## config.mk

```make
export PLATFORM = sky130hd
export DESIGN_NAME = salc_ram
export DESIGN_NICKNAME = d
export VERILOG_FILES = /design/src/rtl/core/salc_ram.sv
export SDC_FILE = /design/constraint.sdc
export NUM_CORES = 1
export LEC_CHECK = 0
export BUFFER_PORTS_ARGS = -buffer_cell sky130_fd_sc_hd__buf_2
export CORE_AREA = 2 2 127 129
export DETAILED_ROUTE_END_ITERATION = 8
export DIE_AREA = 0 0 129 131
export SLEW_MARGIN = 15
export SYNTH_ARGS = -nofsm -noshare
export SYNTH_HDL_FRONTEND = slang
export SYNTH_SLANG_ARGS = --single-unit
```

## constraint.sdc

```tcl
create_clock -name clk -period 2.5 [get_ports clk]
set_input_delay 0.5 -clock clk [delete_from_list [all_inputs] [get_ports clk]]
set_output_delay 0.5 -clock clk [all_outputs]
set_load 0.005 [all_outputs]
```

## src/rtl/core/salc_ram.sv

```systemverilog
// Generic simple dual-port RAM: one write port, one read port, registered read.
// No dependencies.
`timescale 1ns / 1ps

module salc_ram #(
  parameter int WIDTH = 8,
  parameter int DEPTH = 16
) (
  input  logic                                   clk,
  input  logic                                   wr_en,
  input  logic [(DEPTH > 1 ? $clog2(DEPTH) : 1)-1:0] wr_addr,
  input  logic [WIDTH-1:0]                       wr_data,
  input  logic                                   rd_en,
  input  logic [(DEPTH > 1 ? $clog2(DEPTH) : 1)-1:0] rd_addr,
  output logic [WIDTH-1:0]                       rd_data
);

  logic [WIDTH-1:0] mem [DEPTH];

  always_ff @(posedge clk) begin
    if (wr_en) begin
      mem[wr_addr] <= wr_data;
    end
    if (rd_en) begin
      rd_data <= mem[rd_addr];
    end
  end

endmodule

```

==> flow_metrics.py <==
metrics = {
    "global_routing": {
        "grt_pass1_wl_um": 15630,
        "grt_antenna_before_repair": 0,
        "track_usage_pct": 13.61,
        "grt_pass1_vias": 2509,
        "grt_max_degree": 33,
        "grt-ovfl-total": 0,
    },
    "logic_synthesis": {
        "syn_nets": 248,
        "yosys_warnings": 0,
        "synth.largest_area_cell": "edfxtp_1",
        "syn_inst": 229,
        "synth.cell_area_sq_um": 5228,
        "yosysSeqAreaShare_pct": 78.12,
        "syn_area_per_cell_sq_um": 22.83,
        "synth_cell_types": 18,
        "synth_area_leaders": "edfxtp_1 (78%), mux4_2 (7.8%), mux4_1 (7.0%)",
        "synth_top_area_share_pct": 78.12,
        "ys_ff_latch": 136,
    },
    "clock_network": {
        "ctsResizeCount": 0,
        "path_clk_slew_ps": 60,
        "htreeDepth": 4,
        "cts_buffers": 17,
        "root_buffer": "clkbuf_16",
        "clock_path_buffers": 2,
        "clk-insertion-delay-late_ps": 410,
        "cts_sinks": 136,
        "postCtsSetupBuffers": 0,
        "hold_buffers": 0,
        "cts_tree": "built",
    },
    "power": {
        "p_total_uw": 5161,
        "irDropWorstVdd_mv": 0.4944,
        "p_leak_uw": 0.002077,
        "power_density_nw_per_um2": 822.6,
    },
    "worst_setup_path": {
        "reg2reg_slack_ps": 990,
        "cp-end-kind": "flop",
        "cp.arrival_ps": 1840,
        "startpoint_type": "input pin",
        "worst-path-max-fanout": 11,
        "cp_cell_sequence": "buf_2 > buf_4 > mux4_1 > a22oi_1 > nand2_1",
        "slowest_delay_ps": 600,
        "critPathKind": "input pin to flop",
        "required_ps": 2650,
        "cp_slowest_cell": "mux4_1",
    },
    "drt": {
        "wl_per_cell_um": 20.29,
        "dr_wl_met2_um": 4996,
        "top_layer_used": "met4",
        "initialDrtViolationCount": 272,
        "via_per_inst": 4.740,
        "first_pass_iters": 4,
        "via_count": 2427,
        "wl_um": 10390,
        "wl_met3_um": 589,
        "routedLengthMet1_um": 4723,
        "drc": 0,
        "final_antenna_net_count": 0,
    },
    "floorplan": {
        "fp.dieH_um": 131,
        "die_w_um": 129,
        "core_sq_um": 15600,
        "boundaryPins": 27,
        "start_util_pct": 33.52,
        "die_area_sq_um": 16900,
        "rows": 46,
    },
    "sta": {
        "min_period_over_period_pct": 67.61,
        "max_slew_margin_pct": 56.15,
        "slew_viol_final": 0,
        "skew_ps": 7.942,
        "max_freq_mhz": 591.7,
        "setup_viol": 0,
        "hold_viol_final": 0,
        "period_needed_ps": 1690,
        "rsz0062_at_grt": "no",
        "tightest_slew_ps": 656.5,
        "fin_setup_tns_ps": 0,
    },
    "place": {
        "dp_hpwl_um": 6469,
        "gp_congestion": 0.7717,
        "io_buffers": 26,
    },
    "cells_and_area": {
        "nFillCells": 1376,
        "area_growth_pct": 20.01,
        "diodes": 0,
        "drive_above_1_share_pct": 30.74,
        "nets": 302,
    },
    "run": {
        "drv_cap": 0,
    },
    "min_path": {
        "hp-class": "input pin to flop",
    },
    "outcome": {
        "status": "completed",
    },
}
-- where the power goes --
part | switching, uW | total, uW | internal (uW)
registers | 11.8 | 2580 | 2570
logic | 139 | 239 | 101
clock network | 885 | 2340 | 1450
total | 1040 | 5160 | 4130
-- worst paths after layout --
check                                 from          to  cells after the start
worst min-delay path                 rd_en  rd_data[0]                      1
worst max-delay path            rd_addr[0]  rd_data[1]                      5
worst max register to register   mem[1][1]  rd_data[1]                      3
worst min register to register  mem[14][5]  rd_data[5]                      3
-- Yosys cell counts --
master,instances
edfxtp_1,136
mux4_2,18
a22oi_1,16
mux4_1,14
nor2_1,13
nand2_1,9
nor3_1,4
buf_2,3
buf_6,3
clkdlybuf4s25_2,3
nand2b_1,2
nand3b_1,2
and2_1,1
and2b_1,1
buf_4,1
nand3_1,1
nor2b_1,1
or3b_2,1
-- logic make-up (layout without fill, tap and decap cells) --
kind of cell	Yosys count	in the layout	share of synthesized area, %
multiplexers	32	32	14.79
AND/OR/NAND/NOR	35	35	3.136
buffers and inverters	10	77	1.651
flip-flops	136	136	78.12
AO/OA/AOI/OAI	16	16	2.298
-- sequential cells by signal, indices dropped and copies added, names as in the netlist --
signal / flops
rd_data: 8
mem: 128
-- through the flow --
| stage | hold slack (ps) | worst slack, ps | instance area (sq um) | instances | util, % |
|---|---|---|---|---|---|
| after detailed placement | 736.4 | 364.5 | 5709 | 480 | 36.60 |
| after global routing | 453.9 | 745.9 | 6274 | 512 | 40.22 |
| after floorplan | 598.9 | 507.1 | 5228 | 229 | - |
| after CTS | 448.7 | 801.8 | 6274 | 512 | 40.22 |
| after global placement | 732.7 | 355.4 | 5709 | 480 | 36.60 |
| final | 467.5 | 809.8 | 6274 | 512 | 40.22 |
-- critical path: cells and delay by family --
family | cells | cell delay (ps)
compound gates | 1 | 290
simple gates | 1 | 90
buf+inv | 2 | 350
mux | 1 | 600
-- placed cells by master, fill, tap and decap left out --
cell type | Yosys | routed
and2b_1 | 1 | 1
mux4_2 | 18 | 18
clkinvlp_4 | 0 | 5
nor2_1 | 13 | 13
nor3_1 | 4 | 4
nand3_1 | 1 | 1
clkinv_1 | 0 | 3
mux4_1 | 14 | 14
buf_2 | 3 | 26
nand2_1 | 9 | 9
a22oi_1 | 16 | 16
buf_12 | 0 | 2
bufinv_16 | 0 | 2
nand2b_1 | 2 | 2
or3b_2 | 1 | 1
buf_4 | 1 | 17
and2_1 | 1 | 1
nand3b_1 | 2 | 2
edfxtp_1 | 136 | 136
nor2b_1 | 1 | 1
clkbuf_16 | 0 | 17
clkbuf_1 | 0 | 2
clkinv_4 | 0 | 2
clkinv_2 | 0 | 1
-- metal layers --
metal,global-route usage (%),vias up
met1,18.79,1249
met5,0,-
met4,4.412,0
met3,4.235,8
li1,-,1088
met2,20.76,82
-- layout make-up --
cell class | count | area (sq um) | area share, %
Timing Repair Buffer | 45 | 297.8 | 4.747
Clock inverter | 13 | 131.4 | 2.094
Clock buffer | 19 | 432.9 | 6.901
Sequential cell | 136 | 4084 | 65.10
Multi-Input combinational cell | 83 | 1057 | 16.85
Tap cell | 216 | 270.3 | 4.308
Power figures use the tool's default switching activity.
