<file path="config.mk">
export PLATFORM = sky130hd
export DESIGN_NAME = salc_repl
export DESIGN_NICKNAME = d
export VERILOG_FILES = /design/src/rtl/core/salc_pkg.sv /design/src/rtl/core/salc_repl.sv
export SDC_FILE = /design/constraint.sdc
export NUM_CORES = 1
export LEC_CHECK = 0
export BUFFER_PORTS_ARGS = -buffer_cell sky130_fd_sc_hd__buf_2
export CORE_AREA = 2 2 242 244
export DETAILED_ROUTE_END_ITERATION = 8
export DIE_AREA = 0 0 244 246
export SLEW_MARGIN = 20
export SYNTH_ARGS = -nofsm -noshare
export SYNTH_HDL_FRONTEND = slang
export SYNTH_SLANG_ARGS = --single-unit
export TNS_END_PERCENT = 30
</file>
<file path="constraint.sdc">
create_clock -name vclk -period 34.5
set_clock_uncertainty 0.05 [all_clocks]
set_input_delay 5.175 -clock vclk [all_inputs]
set_output_delay 5.175 -clock vclk [all_outputs]
set_load 0.05 [all_outputs]
</file>
<file path="src/rtl/core/salc_pkg.sv">
// Shared types and codes for the set-associative LRU cache model.
// No dependencies; salc_repl, the top level and salc_chk import this package.
`timescale 1ns / 1ps

package salc_pkg;

  typedef enum logic [1:0] {
    CMD_LOAD   = 2'd0,
    CMD_STORE  = 2'd1,
    CMD_MODIFY = 2'd2,
    CMD_NONE   = 2'd3
  } cmd_t;

  typedef enum logic [1:0] {
    OUT_HIT   = 2'd0,
    OUT_FILL  = 2'd1,
    OUT_EVICT = 2'd2
  } outcome_t;

  typedef enum logic [1:0] {
    CFG_SET_BITS   = 2'd0,
    CFG_BLOCK_BITS = 2'd1,
    CFG_WAYS       = 2'd2
  } cfg_idx_t;

  typedef enum logic [1:0] {
    ST_CLEAR,
    ST_IDLE,
    ST_UPD,
    ST_SECOND
  } state_t;

  // Lookup status handed from the replacement logic to the controller.
  typedef struct packed {
    logic hit;
    logic evict;
  } salc_status_t;

  localparam logic [2:0] SET_BITS_RST   = 3'd4;
  localparam logic [5:0] BLOCK_BITS_RST = 6'd4;
  localparam logic [3:0] WAYS_RST       = 4'd1;

endpackage

</file>
<file path="src/rtl/core/salc_repl.sv">
// Way lookup and LRU update for one set row read from the tag and meta RAMs.
// Depends on salc_pkg for the status struct.
`timescale 1ns / 1ps

module salc_repl
  import salc_pkg::*;
#(
  parameter int WAYS      = 8,
  parameter int TAG_WIDTH = 32
) (
  input  logic [WAYS*TAG_WIDTH-1:0]                        tag_row,
  input  logic [WAYS*((WAYS > 1 ? $clog2(WAYS) : 1)+1)-1:0] meta_row,
  input  logic [TAG_WIDTH-1:0]                             tag,
  input  logic [$clog2(WAYS+1)-1:0]                        nways,
  output logic [WAYS*TAG_WIDTH-1:0]                        tag_row_new,
  output logic [WAYS*((WAYS > 1 ? $clog2(WAYS) : 1)+1)-1:0] meta_row_new,
  output salc_status_t                                     status
);

  localparam int RANK_W = (WAYS > 1) ? $clog2(WAYS) : 1;
  localparam int WAY_W  = (WAYS > 1) ? $clog2(WAYS) : 1;
  localparam int NW_W   = $clog2(WAYS + 1);
  localparam logic [RANK_W-1:0] RANK_MAX = RANK_W'(WAYS - 1);

  logic [WAYS-1:0][TAG_WIDTH-1:0] tags;
  logic [WAYS-1:0][TAG_WIDTH-1:0] tags_new;
  logic [WAYS-1:0][RANK_W-1:0]    ranks;
  logic [WAYS-1:0][RANK_W-1:0]    ranks_new;
  logic [WAYS-1:0]                valid;
  logic [WAYS-1:0]                valid_new;
  logic [WAYS-1:0]                active;

  logic              hit;
  logic              free;
  logic [WAY_W-1:0]  hit_way;
  logic [WAY_W-1:0]  free_way;
  logic [WAY_W-1:0]  vic_way;
  logic [WAY_W-1:0]  sel_way;
  logic [RANK_W-1:0] best;
  logic [RANK_W-1:0] old_rank;

  assign tags  = tag_row;
  assign ranks = meta_row[WAYS*RANK_W-1:0];
  assign valid = meta_row[WAYS*RANK_W +: WAYS];

  always_comb begin
    for (int i = 0; i < WAYS; i++) begin
      active[i] = NW_W'(i) < nways;
    end

    // lowest matching way wins; a miss takes the lowest free way, else the victim
    hit      = 1'b0;
    hit_way  = '0;
    free     = 1'b0;
    free_way = '0;
    for (int i = 0; i < WAYS; i++) begin
      if (!hit && active[i] && valid[i] && tags[i] == tag) begin
        hit     = 1'b1;
        hit_way = WAY_W'(i);
      end
      if (!free && active[i] && !valid[i]) begin
        free     = 1'b1;
        free_way = WAY_W'(i);
      end
    end

    // victim: lowest way among those of highest rank
    best    = ranks[0];
    vic_way = '0;
    for (int i = 1; i < WAYS; i++) begin
      if (active[i] && ranks[i] > best) begin
        best    = ranks[i];
        vic_way = WAY_W'(i);
      end
    end

    sel_way  = hit ? hit_way : (free ? free_way : vic_way);
    old_rank = ranks[hit_way];

    tags_new  = tags;
    valid_new = valid;
    if (!hit) begin
      tags_new[sel_way]  = tag;
      valid_new[sel_way] = 1'b1;
    end

    for (int i = 0; i < WAYS; i++) begin
      if (WAY_W'(i) == sel_way) begin
        ranks_new[i] = '0;
      end else if (active[i] && valid[i] && (!hit || ranks[i] < old_rank) &&
                   ranks[i] < RANK_MAX) begin
        ranks_new[i] = ranks[i] + RANK_W'(1);
      end else begin
        ranks_new[i] = ranks[i];
      end
    end

    status.hit   = hit;
    status.evict = !hit && !free;
  end

  assign tag_row_new  = tags_new;
  assign meta_row_new = {valid_new, ranks_new};

endmodule

</file>
==> flow_summary.ini, run 1 <==
[run_status]
outcome = complete, no violations

[logic_synthesis]
syn-num-nets = 1629
synth-seq-area-share = 0
ys.warnings.count = 0
avgSynthCellArea_um2 = 7.91
synthDistinctLibCells = 83
synth.top_cell.area_share = 0.219
synthTopCellsByCount = mux2_2, xnor2_1, xor2_1
netlist_instances = 1268
synth_area_leaders = mux2_2, xnor2_1, xor2_1, ha_1, buf_2
post-synth-top-count-cell = mux2_2
synth.largest_area_cell = mux2_2
synth.cell_area_um2 = 10000

[timing]
finalCritPeriodShare = 0.677
setup-tns-final_ps = 0
slew-limit-headroom = 0.299
fin_ws_ps = 11130
worstMarginPinSlew_ps = 1050
slew_viol_final = 0
fmax_ghz = 0.0428
hold_viol = 0
rsz0062_at_grt = false
hold_ws_ps = 10770
setup_viol = 0
period_needed_ps = 23370

[grt]
grt_max_degree = 34
grt_pass1_vias = 12044
grt.total_usage = 0.232
grt_pass1_wl_um = 98100
antenna_found_initial = 20
gr-total-overflow = 0

[placement]
dpl_cell_area_um2 = 13600
dp_slack_ps = 11360
post-place-cells = 2550
gp_congestion = 0.984
io_buffers = 614
dp_hpwl_um = 62100

[pwr]
p_int_mw = 0.107
netSwitchingFraction = 0.708
leakage_nw = 5.97
p_seq_frac = 0
switchingPower_mw = 0.260
total_power_mw = 0.368
pwr-share-clk = 0
cellPowerDensity_nw_per_um2 = 26.9
comb_power_share = 1.000
ir_worst_vdd_mv = 0.0225

[floorplanning]
dieArea_um2 = 60000
initial_utilization = 0.175
die_w_um = 244
rows = 88
ioPinCount = 614
core_area_um2 = 57400
die_h_um = 246

[detailed_routing]
drt_iter0_markers = 1254
routed_via_density = 5.17
wl_met3_um = 6950
topRoutingLayerUsed = met5
routed-wl-met2_um = 33400
dr.pass1.iters = 8
wl_met1_um = 30800
vias = 13246
drtAntennaViolNets = 0
wl_um = 74900
drc = 0
wl_per_cell_um = 29.2

[layout]
regArea_um2 = 0
clkbuf_count = 0
seq_cells = 0
fin_util = 0.238
layout-drive-gt1-share = 0.500
final_nets = 2148
syn_to_final_growth_pct = 36.1
final_cells = 2561
finalInstanceArea_um2 = 13700

[critical_path]
crit_top_cell = ha_1
startpoint = meta_row[2]
cp_max_fo = 33
slowest_stage = nand3_2
worstPathArrival_ps = 18140
worstSetupPathType = input port to primary output
cp.required_ps = 29270
worst_setup_path_end_kind = primary output
start_kind = input port
slowest_delay_ps = 1000
path_buf_inv = 4
critical_path.top_delay_family = compound AO/OA/AOI/OAI gates

[clock_network]
cts_hold_buf = 0
post-cts-setup-buffers = 0
cts_resized = 0

[min_path]
hold_path.class = input port to primary output
hp-start = tag_row[239]

[run]
max_cap_viol_count = 0
## power groups by stage
stage	clock network, mW	logic (mW)	registers [mW]
2_1_floorplan	0	0.255	0
3_3_place_gp	0	0.364	0
3_5_place_dp	0	0.364	0
4_1_cts	0	0.365	0
5_1_grt	0.0000000117	0.382	0
6_report	0.00000000585	0.368	0
## cell usage in the layout, fill, tap and decap left out, types with 13 or more instances in the layout
master / n
and3_1: 14
a21oi_1: 39
mux2i_1: 13
mux2_1: 39
nand3_1: 24
mux2_2: 195
a31oi_1: 14
mux2_4: 29
buf_2: 614
nor4_1: 48
nor3_1: 30
o21ai_0: 21
inv_1: 22
ha_1: 37
nand2_1: 59
buf_4: 19
nand4_1: 64
xnor2_1: 143
nor2_1: 51
xor2_1: 113
## final timing paths
path,to,cells past startpoint
setup / recovery,tag_row_new[156],55
hold / removal,tag_row_new[239],3
## cell families after synthesis
logic type | count (synthesis) | share of synthesized area
mux | 276 | 0.319
fa+ha+maj | 38 | 0.0471
compound gates | 187 | 0.133
simple gates | 373 | 0.209
xor+xnor | 256 | 0.224
buf+inv | 138 | 0.0686
## per-layer routing
metal / global-route usage / vias to the layer above
met5: 0 / -
met1: 0.302 / 6420
met4: 0.0951 / 24
li1: - / 5780
met2: 0.372 / 865
met3: 0.0463 / 157
## final cells by class
cell class / instances / area (µm²)
inverter: 22 / 82.6
tap: 765 / 957
antenna: 11 / 27.5
fill: 6528 / 43700
multi-input combinational: 1130 / 9370
timing repair buffer: 633 / 3220
Power figures use the tool's default switching activity.
==> run 2, diff against run 1 <==
clock period = 22.4 ns   (was 34.5 ns; I/O delays follow)
==> run 2 against run 1 <==
Net effect:
- routed wire length grew 0.42%
- critical endpoint is now tag_row_new[131]
- sequential share of layout area stayed put
- hold slack worse by 3600 ps
- utilization about the same
==> flow_summary.ini, run 2 (same netlist as run 1, synthesis figures left out) <==
[detailed_routing]
drc = 0
vias = 13125
wl_per_cell_um = 29.4
drtAntennaViolNets = 0
wl_um = 75200
routed_via_density = 5.13
dr.pass1.iters = 6
drt_iter0_markers = 1258

[floorplanning]
core_area_um2 = 57400
die_w_um = 244
rows = 88
initial_utilization = 0.175
die_h_um = 246
dieArea_um2 = 60000
ioPinCount = 614

[layout]
mostFrequentLayoutCells = buf_2, mux2_2, xnor2_1, xor2_1, nand4_1
final_cells = 2558
clkbuf_count = 0
fin_util = 0.238
final_common_cell = buf_2
regArea_um2 = 0
final_nets = 2146
finalInstanceArea_um2 = 13600
seq_cells = 0
layout-drive-gt1-share = 0.499
syn_to_final_growth_pct = 36.0
multi_input_area_um2 = 9380
fillCellCount = 6518

[timing]
slew-limit-headroom = 0.218
finalCritPeriodShare = 0.867
period_needed_ps = 19420
rsz0062_at_grt = false
setup_viol = 0
fmax_ghz = 0.0515
setup-tns-final_ps = 0
hold_viol = 0
worstMarginPinSlew_ps = 1160
slew_viol_final = 0

[critical_path]
start_kind = input port
critical_path.top_delay_family = compound AO/OA/AOI/OAI gates
crit_top_cell = ha_1
worst_setup_path_end_kind = primary output
worstPathArrival_ps = 16010
cp.required_ps = 18990
path_buf_inv = 4
slowest_stage = nand3_2
path_depth = 57
worstSetupPathType = input port to primary output
cp_max_fo = 33
slowest_delay_ps = 900

[placement]
gp_congestion = 0.975
io_buffers = 614
dpl_cell_area_um2 = 13600
dp_hpwl_um = 62200
post-place-cells = 2548

[grt]
grt_max_degree = 34
grt.total_usage = 0.235
antenna_found_initial = 19
gr-total-overflow = 0
grt_pass1_wl_um = 99600
grt_pass1_vias = 12353

[clock_network]
post-cts-setup-buffers = 0
cts_resized = 0
cts_hold_buf = 0

[run]
max_cap_viol_count = 0

[min_path]
hold_path.class = input port to primary output
hold_depth = 3

[run_status]
outcome = complete, no violations
run 2: worst paths after layout:
kind	startpoint	endpoint	slack (ps)
max	meta_row[2]	tag_row_new[131]	2980
min	tag_row[230]	tag_row_new[230]	7130
run 2: through the flow:
| step | setup slack (ps) | hold slack [ps] |
|---|---|---|
| floorplan | 5000 | 6890 |
| detailed placement | 2900 | 7130 |
| global route | 1780 | 7150 |
| CTS | 2850 | 7130 |
| finish | 2980 | 7130 |
| global placement | 3140 | 7130 |
run 2: cell type report:
class / count / share of cell area
Timing Repair Buffer: 631 / 0.235
Antenna cell: 10 / 0.00183
Multi-Input combinational cell: 1130 / 0.687
Inverter: 22 / 0.00605
Tap cell: 765 / 0.0702
run 2: layer usage:
metal  up-vias  global-route usage  part of all wire
li1       5774                   -                 -
met1      6337               0.306              0.42
met3       134              0.0500             0.090
met5         -                   0            0.0017
met4        18              0.0793             0.040
met2       862               0.382              0.45
==> run 3, diff against run 2 <==
GPL_TIMING_DRIVEN = 0   (was not set)
PLACE_DENSITY = 0.36   (was not set)
clock period = 23.1 ns   (was 22.4 ns; I/O delays follow)
==> run 3 against run 2 <==
Net effect:
- clock-buffer cell count unchanged
- design area rose by 2.0%
- first-iteration DRC count decreased by 24%
- sequential share of layout area unchanged
- utilization grew 0.48 points
- global-route usage grew 3.3 points
- critical path depth is 3 higher
- routed wire length increased by 13%
- sequential cell count stayed put
- critical path type unchanged
==> flow_summary.ini, run 3 (same netlist as run 1, synthesis figures left out) <==
[pwr]
ir_worst_vdd_mv = 0.0242
comb_power_share = 1.000
cellPowerDensity_nw_per_um2 = 41.1
p_seq_frac = 0
leakage_nw = 6.14
pwr-share-clk = 0
p_int_mw = 0.164
switchingPower_mw = 0.407
netSwitchingFraction = 0.712
total_power_mw = 0.571

[floorplanning]
die_h_um = 246
dieArea_um2 = 60000
rows = 88
core_area_um2 = 57400
initial_utilization = 0.175
ioPinCount = 614
die_w_um = 244

[timing]
rsz0062_at_grt = false
slew-limit-headroom = 0.267
worstMarginPinSlew_ps = 1100
period_needed_ps = 20440
setup-tns-final_ps = 0
fmax_ghz = 0.0489
hold_viol = 0
setup_viol = 0
slew_viol_final = 0
fin_ws_ps = 2660
finalCritPeriodShare = 0.885

[min_path]
hold_depth = 4
hp-start = meta_row[29]
hold_path.class = input port to primary output
whs_endpoint = meta_row_new[29]

[critical_path]
worstPathArrival_ps = 16930
worstSetupPathType = input port to primary output
cp_max_fo = 10
slowest_delay_ps = 850
slowest_stage = a2111oi_0
cp.required_ps = 19590
crit_top_cell = ha_1
start_kind = input port
worst_setup_path_end_kind = primary output

[layout]
fillCellCount = 6620
clkbuf_count = 0
final_nets = 2212
final_cells = 2618
final_common_cell = buf_2
regArea_um2 = 0
syn_to_final_growth_pct = 38.7
mostFrequentLayoutCells = buf_2, mux2_2, xnor2_1, xor2_1, nand4_1
layout-drive-gt1-share = 0.504
seq_cells = 0

[clock_network]
post-cts-setup-buffers = 0
cts_resized = 0
cts_hold_buf = 0

[detailed_routing]
vias = 13446
dr.pass1.iters = 5
drtAntennaViolNets = 0
wl_um = 85300
routed_via_density = 5.14
drc = 0
drt_iter0_markers = 956
wl_per_cell_um = 32.6

[grt]
antenna_found_initial = 20
grt.total_usage = 0.268
grt_max_degree = 12
grt_pass1_vias = 13538
grt_pass1_wl_um = 112000
gr-total-overflow = 0

[placement]
gp_congestion = 0.952
dp_slack_ps = 2910
post-place-cells = 2614
io_buffers = 581
dp_hpwl_um = 72300

[run]
max_cap_viol_count = 0

[run_status]
outcome = complete, no violations
==> run 3: cell types whose count changed in the layout (fill, tap and decap cells not counted), sizes merged <==
cell,previous run,this run
diode,10,4
clkbuf,0,19
buf,631,678
==> run 3: metal layers <==
| layer | vias to the layer above | part of all wire | GRT usage |
|---|---|---|---|
| met1 | 6689 | 0.41 | 0.329 |
| li1 | 5883 | - | - |
| met5 | - | 0.0011 | 0 |
| met3 | 144 | 0.062 | 0.0404 |
| met4 | 16 | 0.040 | 0.0846 |
| met2 | 714 | 0.49 | 0.477 |
==> run 3: final cells by class <==
type / count / area (µm²) / share of cell area
multi-input combinational: 1130 / 9350 / 0.672
timing repair buffer: 581 / 2910 / 0.209
tap: 765 / 957 / 0.0688
buffer: 116 / 606 / 0.0435
inverter: 22 / 82.6 / 0.00593
antenna: 4 / 10.0 / 0.000719
==> run 3: worst max path at each step <==
stage                                 end         from  slack, ps
after global routing      tag_row_new[31]  meta_row[2]       1680
after detailed placement  tag_row_new[31]  meta_row[2]       2910
after global placement    tag_row_new[31]  meta_row[2]       2820
final                     tag_row_new[31]  meta_row[2]       2660
after CTS                 tag_row_new[31]  meta_row[2]       2790
after floorplan           meta_row_new[3]  meta_row[2]       5490
==> run 3: worst max-delay path: cells and delay by family <==
| kind | cells | cell delay, ps |
|---|---|---|
| compound gates | 19 | 4590 |
| buf+inv | 6 | 1620 |
| simple gates | 23 | 3580 |
| fa+ha+maj | 7 | 1960 |
| mux | 5 | 1690 |
==> run 3: through the flow <==
step           hold slack, ps  utilization  area [µm²]
2_1_floorplan            7100            -       10000
3_3_place_gp             7360        0.242       13900
3_5_place_dp             7360        0.242       13900
4_1_cts                  7360        0.242       13900
5_1_grt                  7370        0.242       13900
6_report                 7350        0.243       13900
==> run 3: power by group through the flow <==
stage	Sequential, mW	Clock [mW]	Combinational (mW)
3_5_place_dp	0	0	0.566
2_1_floorplan	0	0	0.381
5_1_grt	0	0.00000000581	0.593
4_1_cts	0	0	0.568
6_report	0	0.0000000120	0.571
3_3_place_gp	0	0	0.566
